`src/rtl/core/ccp_pkg.sv`:
```
// Shared types, constants and helper functions of the Cache-Control header parser.
package ccp_pkg;

	localparam int NUM_PAT     = 11;
	localparam int NUM_KW      = 7;
	localparam int NUM_VAL     = 4;
	localparam int SEL_W       = $clog2(NUM_VAL);
	localparam int PAT_MAX_LEN = 23;
	localparam int POS_W       = 5;

	localparam logic [POS_W-1:0] POS_MAX = '1;

	localparam logic [7:0] CH_SPACE = 8'h20;
	localparam logic [7:0] CH_COMMA = 8'h2C;
	localparam logic [7:0] CH_ZERO  = 8'h30;
	localparam logic [7:0] CH_NINE  = 8'h39;

	// Keywords first, then the four value prefixes in output order.
	localparam logic [PAT_MAX_LEN*8-1:0] PAT_TEXT [NUM_PAT] = '{
		"no-cache", "no-store", "must-revalidate", "proxy-revalidate",
		"public", "private", "immutable",
		"max-age=", "s-maxage=", "stale-while-revalidate=", "stale-if-error="
	};
	localparam logic [POS_W-1:0] PAT_LEN [NUM_PAT] = '{
		5'd8, 5'd8, 5'd15, 5'd16, 5'd6, 5'd7, 5'd9, 5'd8, 5'd9, 5'd23, 5'd15
	};

	localparam int QUEUE_DEPTH = 4;
	localparam int QUEUE_AW    = $clog2(QUEUE_DEPTH);

	typedef enum logic [1:0] {
		VP_NAME,
		VP_SKIP,
		VP_DIGITS,
		VP_DONE
	} val_phase_t;

	typedef struct packed {
		logic [7:0] chr;
		logic       last;
		logic       space;
		logic       comma;
		logic       digit;
		logic [3:0] dval;
	} ccp_item_t;

	typedef struct packed {
		logic [NUM_PAT-1:0] alive;
		logic [POS_W-1:0]   pos;
		logic               seen;
		logic               pend;
		val_phase_t         phase;
		logic [SEL_W-1:0]   sel;
	} dir_state_t;

	localparam dir_state_t DIR_CLEAR = '{
		alive: '1,
		pos:   '0,
		seen:  1'b0,
		pend:  1'b0,
		phase: VP_NAME,
		sel:   '0
	};

	function automatic ccp_item_t classify(input logic [7:0] chr, input logic last);
		ccp_item_t it;
		it.chr   = chr;
		it.last  = last;
		it.space = (chr == CH_SPACE);
		it.comma = (chr == CH_COMMA);
		it.digit = (chr >= CH_ZERO) && (chr <= CH_NINE);
		it.dval  = chr[3:0];
		return it;
	endfunction

	// True when pattern idx holds character chr at position pos.
	function automatic logic pat_hit(input int unsigned idx, input logic [POS_W-1:0] pos,
			input logic [7:0] chr);
		logic [POS_W-1:0] bidx;
		logic [7:0]       tc;
		bidx = PAT_LEN[idx] - pos - POS_W'(1);
		tc   = PAT_TEXT[idx][{bidx, 3'b000} +: 8];
		return (pos < PAT_LEN[idx]) && (tc == chr);
	endfunction

endpackage

```
`src/rtl/core/ccp_in_if.sv`:
```
// Byte stream channel carrying header characters into the parser.
interface ccp_in_if;
	logic       valid;
	logic       ready;
	logic [7:0] header_byte;
	logic       is_last;

	modport source(output valid, header_byte, is_last, input ready);
	modport sink(input valid, header_byte, is_last, output ready);
endinterface

```
`src/rtl/core/ccp_out_if.sv`:
```
// Result channel carrying the decoded Cache-Control directives.
interface ccp_out_if;
	logic        valid;
	logic        ready;
	logic        cc_nocache;
	logic        cc_nostore;
	logic        cc_mustreval;
	logic        cc_proxyreval;
	logic        cc_public;
	logic        cc_private;
	logic        immutable;
	logic [31:0] max_age;
	logic [31:0] shared_max_age;
	logic [31:0] stale_revalidate_window;
	logic [31:0] stale_error_window;
	logic        parse_error;

	modport source(output valid, cc_nocache, cc_nostore, cc_mustreval, cc_proxyreval,
		cc_public, cc_private, immutable, max_age, shared_max_age,
		stale_revalidate_window, stale_error_window, parse_error, input ready);
	modport sink(input valid, cc_nocache, cc_nostore, cc_mustreval, cc_proxyreval,
		cc_public, cc_private, immutable, max_age, shared_max_age,
		stale_revalidate_window, stale_error_window, parse_error, output ready);
endinterface

```
`src/rtl/core/ccp_front.sv`:
```
// Front stage: accepts header bytes and registers them with their character class.
module ccp_front (
	input  logic              clk,
	input  logic              arst_n,
	ccp_in_if.sink            hdr,
	output logic              push_valid,
	input  logic              push_ready,
	output ccp_pkg::ccp_item_t push_item
);
	import ccp_pkg::*;

	logic      valid_s1;
	ccp_item_t item_s1;
	logic      take;

	assign hdr.ready  = !valid_s1 || push_ready;
	assign take       = hdr.valid && hdr.ready;
	assign push_valid = valid_s1;
	assign push_item  = item_s1;

	always_ff @(posedge clk or negedge arst_n) begin
		if (!arst_n) begin
			valid_s1 <= 1'b0;
		end else if (take) begin
			valid_s1 <= 1'b1;
		end else if (push_ready) begin
			valid_s1 <= 1'b0;
		end
	end

	always_ff @(posedge clk) begin
		if (take) begin
			item_s1 <= classify(hdr.header_byte, hdr.is_last);
		end
	end

endmodule

```
`src/rtl/core/ccp_queue.sv`:
```
// Small FIFO that decouples the classifying front from the parsing back end.
module ccp_queue (
	input  logic               clk,
	input  logic               arst_n,
	input  logic               push_valid,
	output logic               push_ready,
	input  ccp_pkg::ccp_item_t push_item,
	output logic               pop_valid,
	input  logic               pop_ready,
	output ccp_pkg::ccp_item_t pop_item
);
	import ccp_pkg::*;

	ccp_item_t             slots_q [QUEUE_DEPTH];
	logic [QUEUE_AW-1:0]   wr_ptr_q;
	logic [QUEUE_AW-1:0]   rd_ptr_q;
	logic [QUEUE_AW:0]     cnt_q;
	logic                  do_push;
	logic                  do_pop;

	assign push_ready = (cnt_q != (QUEUE_AW+1)'(QUEUE_DEPTH));
	assign pop_valid  = (cnt_q != '0);
	assign pop_item   = slots_q[rd_ptr_q];
	assign do_push    = push_valid && push_ready;
	assign do_pop     = pop_valid && pop_ready;

	always_ff @(posedge clk or negedge arst_n) begin
		if (!arst_n) begin
			wr_ptr_q <= '0;
			rd_ptr_q <= '0;
			cnt_q    <= '0;
		end else begin
			if (do_push) begin
				wr_ptr_q <= wr_ptr_q + QUEUE_AW'(1);
			end
			if (do_pop) begin
				rd_ptr_q <= rd_ptr_q + QUEUE_AW'(1);
			end
			if (do_push && !do_pop) begin
				cnt_q <= cnt_q + (QUEUE_AW+1)'(1);
			end else if (do_pop && !do_push) begin
				cnt_q <= cnt_q - (QUEUE_AW+1)'(1);
			end
		end
	end

	always_ff @(posedge clk) begin
		if (do_push) begin
			slots_q[wr_ptr_q] <= push_item;
		end
	end

endmodule

```
`src/rtl/core/ccp_back.sv`:
```
// Back end: directive matching, value accumulation and the registered result.
module ccp_back #(
	parameter int VALUE_BITS = 32
) (
	input  logic               clk,
	input  logic               arst_n,
	input  logic               item_valid,
	output logic               item_ready,
	input  ccp_pkg::ccp_item_t item,
	ccp_out_if.source          res
);
	import ccp_pkg::*;

	localparam int MW = VALUE_BITS + 4;

	dir_state_t              dir_q;
	logic [VALUE_BITS-1:0]   acc_q;
	logic                    dseen_q;
	logic [NUM_KW-1:0]       flags_q;
	logic [VALUE_BITS-1:0]   vals_q [NUM_VAL];
	logic                    err_q;

	logic                    res_valid_q;
	logic [NUM_KW-1:0]       rflags_q;
	logic [VALUE_BITS-1:0]   rvals_q [NUM_VAL];
	logic                    rerr_q;

	dir_state_t              a_dir;
	logic [VALUE_BITS-1:0]   a_acc;
	logic                    a_dseen;
	logic                    a_err;
	logic [NUM_PAT-1:0]      mask;
	logic                    hit;
	logic [MW-1:0]           mul;
	logic                    ovf;
	logic [VALUE_BITS-1:0]   acc_sat;
	logic                    do_end;
	logic [NUM_KW-1:0]       e_flags;
	logic [VALUE_BITS-1:0]   e_vals [NUM_VAL];
	logic                    e_err;
	logic                    pop;

	assign item_ready = !item.last || !res_valid_q || res.ready;
	assign pop        = item_valid && item_ready;

	// acc * 10 + digit, saturating at the top of the value range.
	assign mul     = MW'({acc_q, 3'b000}) + MW'({acc_q, 1'b0}) + MW'(item.dval);
	assign ovf     = |mul[MW-1:VALUE_BITS];
	assign acc_sat = ovf ? '1 : mul[VALUE_BITS-1:0];

	// Effect of one non-comma byte on the current directive.
	always_comb begin
		a_dir   = dir_q;
		a_acc   = acc_q;
		a_dseen = dseen_q;
		a_err   = err_q;
		mask    = dir_q.pend ? '0 : dir_q.alive;
		hit     = 1'b0;
		if (!item.comma) begin
			unique case (dir_q.phase) inside
				VP_NAME: begin
					if (item.space) begin
						if (dir_q.seen) begin
							a_dir.pend = 1'b1;
						end
					end else begin
						for (int i = 0; i < NUM_PAT; i++) begin
							a_dir.alive[i] = mask[i] && pat_hit(i, dir_q.pos, item.chr);
						end
						a_dir.seen = 1'b1;
						a_dir.pos  = (dir_q.pos != POS_MAX) ? dir_q.pos + POS_W'(1)
							: dir_q.pos;
						for (int i = NUM_KW; i < NUM_PAT; i++) begin
							if (!hit && a_dir.alive[i] && (a_dir.pos == PAT_LEN[i])) begin
								hit         = 1'b1;
								a_dir.phase = VP_SKIP;
								a_dir.sel   = SEL_W'(i - NUM_KW);
								a_acc       = '0;
								a_dseen     = 1'b0;
							end
						end
					end
				end
				VP_SKIP, VP_DIGITS: begin
					if (item.digit) begin
						a_acc       = acc_sat;
						a_dseen     = 1'b1;
						a_dir.phase = VP_DIGITS;
						a_err       = err_q || ovf;
					end else if (!(item.space && (dir_q.phase == VP_SKIP))) begin
						a_dir.phase = VP_DONE;
					end
				end
				VP_DONE: begin
				end
				default: begin
				end
			endcase
		end
	end

	// Directive close on a comma or on the last byte. On a comma a_* still holds
	// the current state, so one close path serves both.
	always_comb begin
		do_end  = item.comma || item.last;
		e_flags = flags_q;
		e_vals  = vals_q;
		e_err   = a_err;
		if (do_end) begin
			if (a_dir.phase != VP_NAME) begin
				if (a_dseen) begin
					e_vals[a_dir.sel] = a_acc;
				end else begin
					e_err = 1'b1;
				end
			end else if (a_dir.seen) begin
				for (int i = 0; i < NUM_KW; i++) begin
					if (a_dir.alive[i] && (a_dir.pos == PAT_LEN[i])) begin
						e_flags[i] = 1'b1;
					end
				end
			end
		end
	end

	always_ff @(posedge clk or negedge arst_n) begin
		if (!arst_n) begin
			dir_q   <= DIR_CLEAR;
			acc_q   <= '0;
			dseen_q <= 1'b0;
			flags_q <= '0;
			err_q   <= 1'b0;
			for (int i = 0; i < NUM_VAL; i++) begin
				vals_q[i] <= '0;
			end
		end else if (pop) begin
			if (do_end) begin
				dir_q   <= DIR_CLEAR;
				acc_q   <= '0;
				dseen_q <= 1'b0;
			end else begin
				dir_q   <= a_dir;
				acc_q   <= a_acc;
				dseen_q <= a_dseen;
			end
			if (item.last) begin
				flags_q <= '0;
				err_q   <= 1'b0;
				for (int i = 0; i < NUM_VAL; i++) begin
					vals_q[i] <= '0;
				end
			end else begin
				flags_q <= e_flags;
				err_q   <= e_err;
				vals_q  <= e_vals;
			end
		end
	end

	always_ff @(posedge clk or negedge arst_n) begin
		if (!arst_n) begin
			res_valid_q <= 1'b0;
		end else if (pop && item.last) begin
			res_valid_q <= 1'b1;
		end else if (res.ready) begin
			res_valid_q <= 1'b0;
		end
	end

	always_ff @(posedge clk) begin
		if (pop && item.last) begin
			rflags_q <= e_flags;
			rvals_q  <= e_vals;
			rerr_q   <= e_err;
		end
	end

	assign res.valid                   = res_valid_q;
	assign res.cc_nocache              = rflags_q[0];
	assign res.cc_nostore              = rflags_q[1];
	assign res.cc_mustreval            = rflags_q[2];
	assign res.cc_proxyreval           = rflags_q[3];
	assign res.cc_public               = rflags_q[4];
	assign res.cc_private              = rflags_q[5];
	assign res.immutable               = rflags_q[6];
	assign res.max_age                 = 32'(rvals_q[0]);
	assign res.shared_max_age          = 32'(rvals_q[1]);
	assign res.stale_revalidate_window = 32'(rvals_q[2]);
	assign res.stale_error_window      = 32'(rvals_q[3]);
	assign res.parse_error             = rerr_q;

endmodule

```
`src/rtl/core/cache_control_header_parser.sv`:
```
// Cache-Control header parser: one header byte per cycle, one result per header.
// Path: front register, queue slot, then the result register in the back end.
// Throughput: one byte per cycle, set by the directive matcher in
// the back end; a last byte waits only while the previous result is untaken.
// Reset: arst_n clears all handshake, queue and directive state at once; the
// result data registers keep their contents until the first result loads them.
module cache_control_header_parser #(
	parameter int VALUE_BITS = 32
) (
	input  logic       clk,
	input  logic       arst_n,
	ccp_in_if.sink     hdr,
	ccp_out_if.source  res
);
	import ccp_pkg::*;

	// Front to queue.
	logic      f_valid;
	logic      f_ready;
	ccp_item_t f_item;

	// Queue to back end.
	logic      q_valid;
	logic      q_ready;
	ccp_item_t q_item;

	// The front registers each incoming byte together with its character class
	// (space, comma, decimal digit), so the back end sees pre-decoded bytes.
	ccp_front u_front (
		.clk        (clk),
		.arst_n     (arst_n),
		.hdr        (hdr),
		.push_valid (f_valid),
		.push_ready (f_ready),
		.push_item  (f_item)
	);

	// A short FIFO sits between the two halves. It absorbs the cycles during
	// which the back end holds a last byte because its result register is
	// still occupied, so the input side keeps taking transactions.
	ccp_queue u_queue (
		.clk        (clk),
		.arst_n     (arst_n),
		.push_valid (f_valid),
		.push_ready (f_ready),
		.push_item  (f_item),
		.pop_valid  (q_valid),
		.pop_ready  (q_ready),
		.pop_item   (q_item)
	);

	// The back end tracks the current directive: which of the eleven patterns
	// are still alive, the matched position, trailing-space handling and, once
	// a value prefix matched, the decimal accumulator. Commas and the last byte
	// close a directive. The last byte also loads the result register and
	// returns all per-header state to its reset value.
	ccp_back #(
		.VALUE_BITS (VALUE_BITS)
	) u_back (
		.clk        (clk),
		.arst_n     (arst_n),
		.item_valid (q_valid),
		.item_ready (q_ready),
		.item       (q_item),
		.res        (res)
	);

`ifndef NO_ASSERTIONS
	// A last byte never overwrites a result that has not been taken.
	a_no_overwrite: assert property (@(posedge clk) disable iff (!arst_n)
		(q_valid && q_ready && q_item.last && res.valid) |-> res.ready)
		else $error("result overwritten before it was taken");

	// Each last byte consumed by the back end yields a result in the next cycle.
	a_result_follows: assert property (@(posedge clk) disable iff (!arst_n)
		(q_valid && q_ready && q_item.last) |=> res.valid)
		else $error("last byte consumed without a result");

	// The input stalls only when the front stage is full and the queue is full.
	a_stall_cause: assert property (@(posedge clk) disable iff (!arst_n)
		!hdr.ready |-> (f_valid && !f_ready))
		else $error("input stalled without back pressure");
`endif

endmodule

```
`src/flat_wrapper.sv`:
```
// flat-port wrapper written by rule: the top's interface ports become plain ports
module cache_control_header_parser_flat import ccp_pkg::*;
#(
	parameter int VALUE_BITS = 32
)
  (clk, arst_n, hdr_valid, hdr_header_byte, hdr_is_last, hdr_ready, res_valid, res_cc_nocache, res_cc_nostore, res_cc_mustreval, res_cc_proxyreval, res_cc_public, res_cc_private, res_immutable, res_max_age, res_shared_max_age, res_stale_revalidate_window, res_stale_error_window, res_parse_error, res_ready);
  ccp_in_if hdr_i ();
  ccp_out_if res_i ();
  input  logic clk;
  input  logic arst_n;
  input wire logic [$bits(hdr_i.valid)-1:0] hdr_valid;
  input wire logic [$bits(hdr_i.header_byte)-1:0] hdr_header_byte;
  input wire logic [$bits(hdr_i.is_last)-1:0] hdr_is_last;
  output wire logic [$bits(hdr_i.ready)-1:0] hdr_ready;
  output wire logic [$bits(res_i.valid)-1:0] res_valid;
  output wire logic [$bits(res_i.cc_nocache)-1:0] res_cc_nocache;
  output wire logic [$bits(res_i.cc_nostore)-1:0] res_cc_nostore;
  output wire logic [$bits(res_i.cc_mustreval)-1:0] res_cc_mustreval;
  output wire logic [$bits(res_i.cc_proxyreval)-1:0] res_cc_proxyreval;
  output wire logic [$bits(res_i.cc_public)-1:0] res_cc_public;
  output wire logic [$bits(res_i.cc_private)-1:0] res_cc_private;
  output wire logic [$bits(res_i.immutable)-1:0] res_immutable;
  output wire logic [$bits(res_i.max_age)-1:0] res_max_age;
  output wire logic [$bits(res_i.shared_max_age)-1:0] res_shared_max_age;
  output wire logic [$bits(res_i.stale_revalidate_window)-1:0] res_stale_revalidate_window;
  output wire logic [$bits(res_i.stale_error_window)-1:0] res_stale_error_window;
  output wire logic [$bits(res_i.parse_error)-1:0] res_parse_error;
  input wire logic [$bits(res_i.ready)-1:0] res_ready;
  assign hdr_i.valid = hdr_valid;
  assign hdr_i.header_byte = hdr_header_byte;
  assign hdr_i.is_last = hdr_is_last;
  assign hdr_ready = hdr_i.ready;
  assign res_valid = res_i.valid;
  assign res_cc_nocache = res_i.cc_nocache;
  assign res_cc_nostore = res_i.cc_nostore;
  assign res_cc_mustreval = res_i.cc_mustreval;
  assign res_cc_proxyreval = res_i.cc_proxyreval;
  assign res_cc_public = res_i.cc_public;
  assign res_cc_private = res_i.cc_private;
  assign res_immutable = res_i.immutable;
  assign res_max_age = res_i.max_age;
  assign res_shared_max_age = res_i.shared_max_age;
  assign res_stale_revalidate_window = res_i.stale_revalidate_window;
  assign res_stale_error_window = res_i.stale_error_window;
  assign res_parse_error = res_i.parse_error;
  assign res_i.ready = res_ready;
  cache_control_header_parser #(.VALUE_BITS(VALUE_BITS)) u_core (.clk(clk), .arst_n(arst_n), .hdr(hdr_i), .res(res_i));
endmodule
```
`config.mk`:
```
export PLATFORM = sky130hd
export DESIGN_NAME = cache_control_header_parser_flat
export DESIGN_NICKNAME = d
export VERILOG_FILES = /design/src/rtl/core/ccp_pkg.sv /design/src/rtl/core/ccp_in_if.sv /design/src/rtl/core/ccp_out_if.sv /design/src/rtl/core/ccp_front.sv /design/src/rtl/core/ccp_queue.sv /design/src/rtl/core/ccp_back.sv /design/src/rtl/core/cache_control_header_parser.sv /design/src/flat_wrapper.sv
export SDC_FILE = /design/constraint.sdc
export NUM_CORES = 1
export LEC_CHECK = 0
export BUFFER_PORTS_ARGS = -buffer_cell sky130_fd_sc_hd__buf_2
export CORE_ASPECT_RATIO = 1.1
export CORE_MARGIN = 3
export CORE_UTILIZATION = 35
export CTS_CLUSTER_SIZE = 20
export DETAILED_ROUTE_END_ITERATION = 7
export PLACE_DENSITY = 0.51
export RECOVER_POWER = 25
export SLEW_MARGIN = 5
export SYNTH_ARGS = -nofsm -noshare
export SYNTH_HDL_FRONTEND = slang
export SYNTH_HIERARCHICAL = 1
export SYNTH_SLANG_ARGS = --single-unit
```
`constraint.sdc`:
```
create_clock -name clk -period 7.8 [get_ports clk]
set_clock_uncertainty 0.2 [all_clocks]
set_input_delay 1.56 -clock clk [delete_from_list [all_inputs] [get_ports clk]]
set_output_delay 1.56 -clock clk [all_outputs]
set_load 0.01 [all_outputs]
```
Yosys cells after proc, flatten, opt, wreduce, memory -nomap -nowiden. Memories as Yosys holds them, arrays and structs flattened. Cells that the tools add are included.

Eq/ne operators: 29. Shift-type cells: 11. Magnitude comparators: 11. Reductions and logical operators: 71. Add/sub/neg operators: 21. Multiplexer cells: 81. Bitwise gates (word level): 1.

Operators by type and width (number): $shiftx 184x9->8 const A (11); $mux 128 (4); $mux 32 (10); $bwmux 128 (1); $eq 8x8->1 (11); $demux 32 s2 (1); $pmux 32 s2 (1); $logic_and 1x1->1 (45); $mux 22 (2); $mux 1 (42); $add 35x33->36 (1); $add 36x4->36 (1); $sub 5x1->5 const B (7); $eq 5x4->1 const B (6); $mux 7 (4); $mux 4 (5); $mux 18 (1); $mux 17 (1); $eq 8x6->1 const B (2); $lt 5x4->1 const B (3); $sub 4x5->5 const A (3); $reduce_bool 2->1 (7); $mux 11 (1); $eq 5x3->1 const B (2); 32 further kinds (53).

Logic and storage cells: 258. Output and inout port bits: 138. Input bits: 13. Register bits: 352. Memories kept: 1. Bits in writable memories: 64.

Memory list: u_core.u_queue.slots_q (words 4, bits a word 16, rd ports 1, clocked after memory_dff 0, wr ports 1, RTL line ccp_queue.sv:14) `ccp_item_t slots_q [QUEUE_DEPTH];`.

Depth between registers and ports, before layout.
Depth in word-level cells: 42. Depth in mapped cells: 19.

By module. Netlist, hierarchy kept.

Modules (own cells, without submodules): ccp_back (cells each 1988, area an instance 20483.4 sq um, instances 1); ccp_queue (cells each 119, area an instance 2760.1 sq um, instances 1); ccp_front (cells each 28, area an instance 493.0 sq um, instances 1).

Least setup slack after synthesis. Ideal clock, no wire load.

Path kind: input-to-reg. Start point: input res_ready. End point: register u_core.u_back.rvals_q, in the netlist u_core/u_back/res.max_age[0], enable pin. Data required time: 7.111 ns. Path slack: 2.408 ns. Library setup time: 0.489 ns. Stages on the path: 4. Path buffers: 0. Arrival: 4.703 ns. Cell sequence: nand3b_1 -> and2_1 -> nand2_1 -> inv_1.

Longest elaborated chain between the ends: 3.

RTL lines: start: declaration (RTL line flat_wrapper.sv:28) `input wire logic [$bits(res_i.ready)-1:0] res_ready;`; $logic_or 1x1->1 (RTL line ccp_back.sv:43) `assign item_ready = !item.last || !res_valid_q || res.ready;`; $logic_and 1x1->1 (RTL line ccp_back.sv:44) `assign pop = item_valid && item_ready;`; $logic_and 1x1->1 (RTL line ccp_back.sv:171) `if (pop && item.last) begin`; end signal: assignment (RTL line ccp_back.sv:173) `rvals_q <= e_vals;`; end: declaration (RTL line ccp_back.sv:25) `logic [VALUE_BITS-1:0] rvals_q [NUM_VAL];`.

Every way passes these cells. A chain may end at the register's enable or synchronous reset.

==> metrics <==
Slowest-stage cell, CP=ha_1; PostCTS Resize Cnt=0; WP depth=13; Skew-Pair Late Insertion Delay=610 ps; Die W=~250 um; dpl hpwl=45.6 mm; r2r endpoint=u_core/u_back/res.shared_max_age[3]; crit-path max FO=32; drt first pass iters=6; CTS H-tree depth=2; required time of the critical path=7940 ps; Hold Fails Final Rpt=0; Residual DRC=0; antenna violations before repair=0; sequential power share=between 30 and 40%; Switching Share=a little under two fifths; WL final=~70 mm; Post-synth EDFFs=around 210; R2R cell count=13; reg2reg setup slack=approximately 1400 ps; Max Freq=between 150 and 200 MHz; routability cong.=~0.9; vias in the first global route=about 18k; status=finished with violations; # diodes=0; Post-CTS Hold Fix Bufs=0; CTS tree=built; final worst-path cycle share=81.8%; first-pass GRT wire length=around 110 mm; Static Leakage=between 10 and 15 nW; hold worst-path end=u_core/u_back/dir_q[17]; Hold Crit Depth=2; Bufs and invs on worst path=2; Post-Syn Instances=~2.1k; synth-to-layout area growth=13.5%; clock root buffer=clkbuf_16; Vias=~18k; # clock sinks=just over 400; Final Setup Violations=0; Seq/Total Area, Yosys=~48%; Global Route Usage Sum=19.8%; fill count=6,376; Worst path max stage delay=approximately 800 ps; Async S/R FF share, synth=~49%; critical path launch point type=register; syn_area_per_cell=11.1 um2; Synth Register Bits=between 400 and 500; Die H=about 280 um; nets@finish=2,332; max-slew violations=96; via/cell ratio=5.78; critical-path cell list=inv_1, ha_1, ha_1, a2111oi_0, o2111ai_1, nor4b_1, nand4_1, a21boi_0, o21ba_1, or3_1, nor2_4, buf_4, mux2_2; core region area=~67,000 um2; hold_sp=u_core/u_back/dir_q[17]; clk slew on worst S/H paths=about 60 ps; DP Cell Count=roughly 3.0k; crit path time final=between 6000 and 7000 ps; Post-Syn Area=approximately 24,000 um2; R2R Path Start=u_core/u_back/dir_q[6]; Cell Count, Final, Fillers Out=3,117; pwr dens=between 300 and 400 nW/um2; Row Count=a little under 100; crit path kind=reg -> reg; total grt overflow=0; Clock Power Share=27.4%; buffer depth of the longest clock path=3; Max VDD drop=0.246 mV; P_sw=between 3 and 4 mW; initial core utilization=between 30% and 40%; Pint=roughly 5.3 mW; WL/cell=22.8 um; layout cell share with drive strength beyond 1=a little under a fifth; unrepaired setup endpoints after global routing=no; Register Area=11,400 um2; Rel. slew slack=-230%; largest net degree at the start of global routing=between 100 and 150; postcts setup bufs=0; crit end category=register; Ys Warns=6; critical path arrival=about 6500 ps; # IOs=around 150; max_cap viols=1; Worst-Margin Slew=just under 5000 ps; number of DRC markers in iteration 0=1,409; port bufs=150; die area=71,000 um2; Unique masters post-synth=between 90 and 100; antenna viol nets, final=0; most used cell, CP=ha_1; CTS buffer count=between 40 and 50; Multi-input gate area=~12,000 um2; Post-synth top flop=edfxtp_1; Top delay family on crit path=simple AND/OR/NAND/NOR gates; failing checks=capacitance limit, slew limit; worst min path class=reg -> reg; Post-Syn Nets=2,247; Setup TNS=0 ps; logic gate share of total power=between 30% and 40%
worst max path at each step:
stage	startpoint	to	slack, ps
global route	arst_n	u_core/u_queue/wr_ptr_q[1]	800
finish	u_core/u_back/dir_q[6]	u_core/u_back/res.shared_max_age[3]	1420
global placement	u_core/u_back/dir_q[6]	u_core/u_back/res.max_age[31]	1580
detailed placement	u_core/u_back/dir_q[6]	u_core/u_back/res.shared_max_age[5]	1680
floorplan	res_ready	u_core/u_back/res.max_age[0]	2410
CTS	u_core/u_back/dir_q[6]	u_core/u_back/res.shared_max_age[5]	1600
worst min-delay path, cell delays in order, from the launching register on:
cell,delay (ps)
dfstp_2,370
nand2_1,50
nand2_1,40
final cells by class:
| type | instances | share of cell area [%] |
|---|---|---|
| clock buffer | 62 | 4.80 |
| clock inverter | 26 | 1.31 |
| inverter | 36 | 0.520 |
| multi-input combinational | 1533 | 43.1 |
| sequential | 412 | 42.3 |
| tap | 858 | 3.99 |
| timing repair buffer | 190 | 4.03 |
cells in the final DEF (no fill, tap or decap), types with 16 or more instances in the layout:
cell,instances
a21oi_1,213
edfxtp_1,212
dfrtp_1,189
a221o_1,151
buf_2,142
nand2b_1,139
nand2_1,120
ha_1,96
mux2_2,93
nor2_1,92
o21ai_0,80
xnor2_1,58
clkbuf_16,47
mux2_1,38
buf_4,37
a22o_1,32
inv_1,29
nand3_1,29
xor2_1,24
and2_4,22
and2_1,21
nor3_1,21
nor2b_1,21
a211oi_1,18
clkbuf_1,16
flip-flops by register name, indices dropped and copies added, names as in the netlist, 3 cells and up:
signal and count:
u_core/u_back/acc_q 32, u_core/u_back/res.stale_error_window 32, u_core/u_back/res.shared_max_age 32, u_core/u_queue/cnt_q 3
u_core/u_back/rflags_q 7, u_core/u_back/res.stale_revalidate_window 32, u_core/u_back/dir_q 22, u_core/u_back/vals_q 128
u_core/u_back/res.max_age 32, u_core/u_back/flags_q 7, u_core/u_queue/slots_q 64, u_core/u_front/push_item 12
power groups by stage:
stage               clock, mW  sequential (mW)  combinational, mW
finish                   2.36             3.18               3.08
global route             2.51             3.24               3.33
CTS                      2.42             3.21               3.11
detailed placement          0             3.25               3.10
global placement            0             3.25               3.08
floorplan                   0             3.39               1.74
synth_stat cells, types with 58 or more instances:
library cell / number / area (um2)
nor2_1: 96 / 360
xnor2_1: 58 / 508
clkbuf_1: 116 / 435
ha_1: 96 / 1200
a221o_1: 151 / 1510
a21oi_1: 213 / 1070
nand2b_1: 139 / 870
nand2_1: 121 / 454
edfxtp_1: 212 / 6370
dfrtp_1: 189 / 4730
mux2_2: 94 / 1060
o21ai_0: 80 / 400
per-stage QoR:
stage	setup slack [ps]	hold WS (ps)	util, %	instance area [um2]	power [mW]
4_1_cts	1600	265	40.4	27000	8.74
3_5_place_dp	1680	259	37.9	25300	6.35
2_1_floorplan	2410	239	-	23700	5.13
3_3_place_gp	1580	247	37.9	25300	6.32
6_report	1420	265	40.3	26900	8.62
5_1_grt	798	289	40.3	26900	9.08
per-layer routing:
| metal | vias to the layer above | part of all wire (%) | track usage [%] | wire, um |
|---|---|---|---|---|
| met5 | - | 0 | 0 | 0 |
| met4 | 0 | 2.3 | 5.03 | 1650 |
| met3 | 105 | 4.1 | 2.19 | 2940 |
| met2 | 502 | 49 | 33.7 | 34900 |
| met1 | 9118 | 44 | 27.0 | 31600 |
| li1 | 8301 | - | - | - |
logic make-up (layout without fill, tap and decap cells):
| family | after synthesis | after routing | share of synthesized area (%) |
|---|---|---|---|
| adder cells (fa/ha/maj) | 99 | 99 | 5.31 |
| flip-flops | 412 | 412 | 48.0 |
| buffers and inverters | 190 | 314 | 3.41 |
| AO/OA/AOI/OAI | 633 | 633 | 19.1 |
| XOR/XNOR | 85 | 85 | 3.23 |
| multiplexers | 156 | 156 | 8.24 |
| AND/OR/NAND/NOR | 560 | 560 | 12.7 |
No activity file was read; power rests on OpenSTA's default activity.
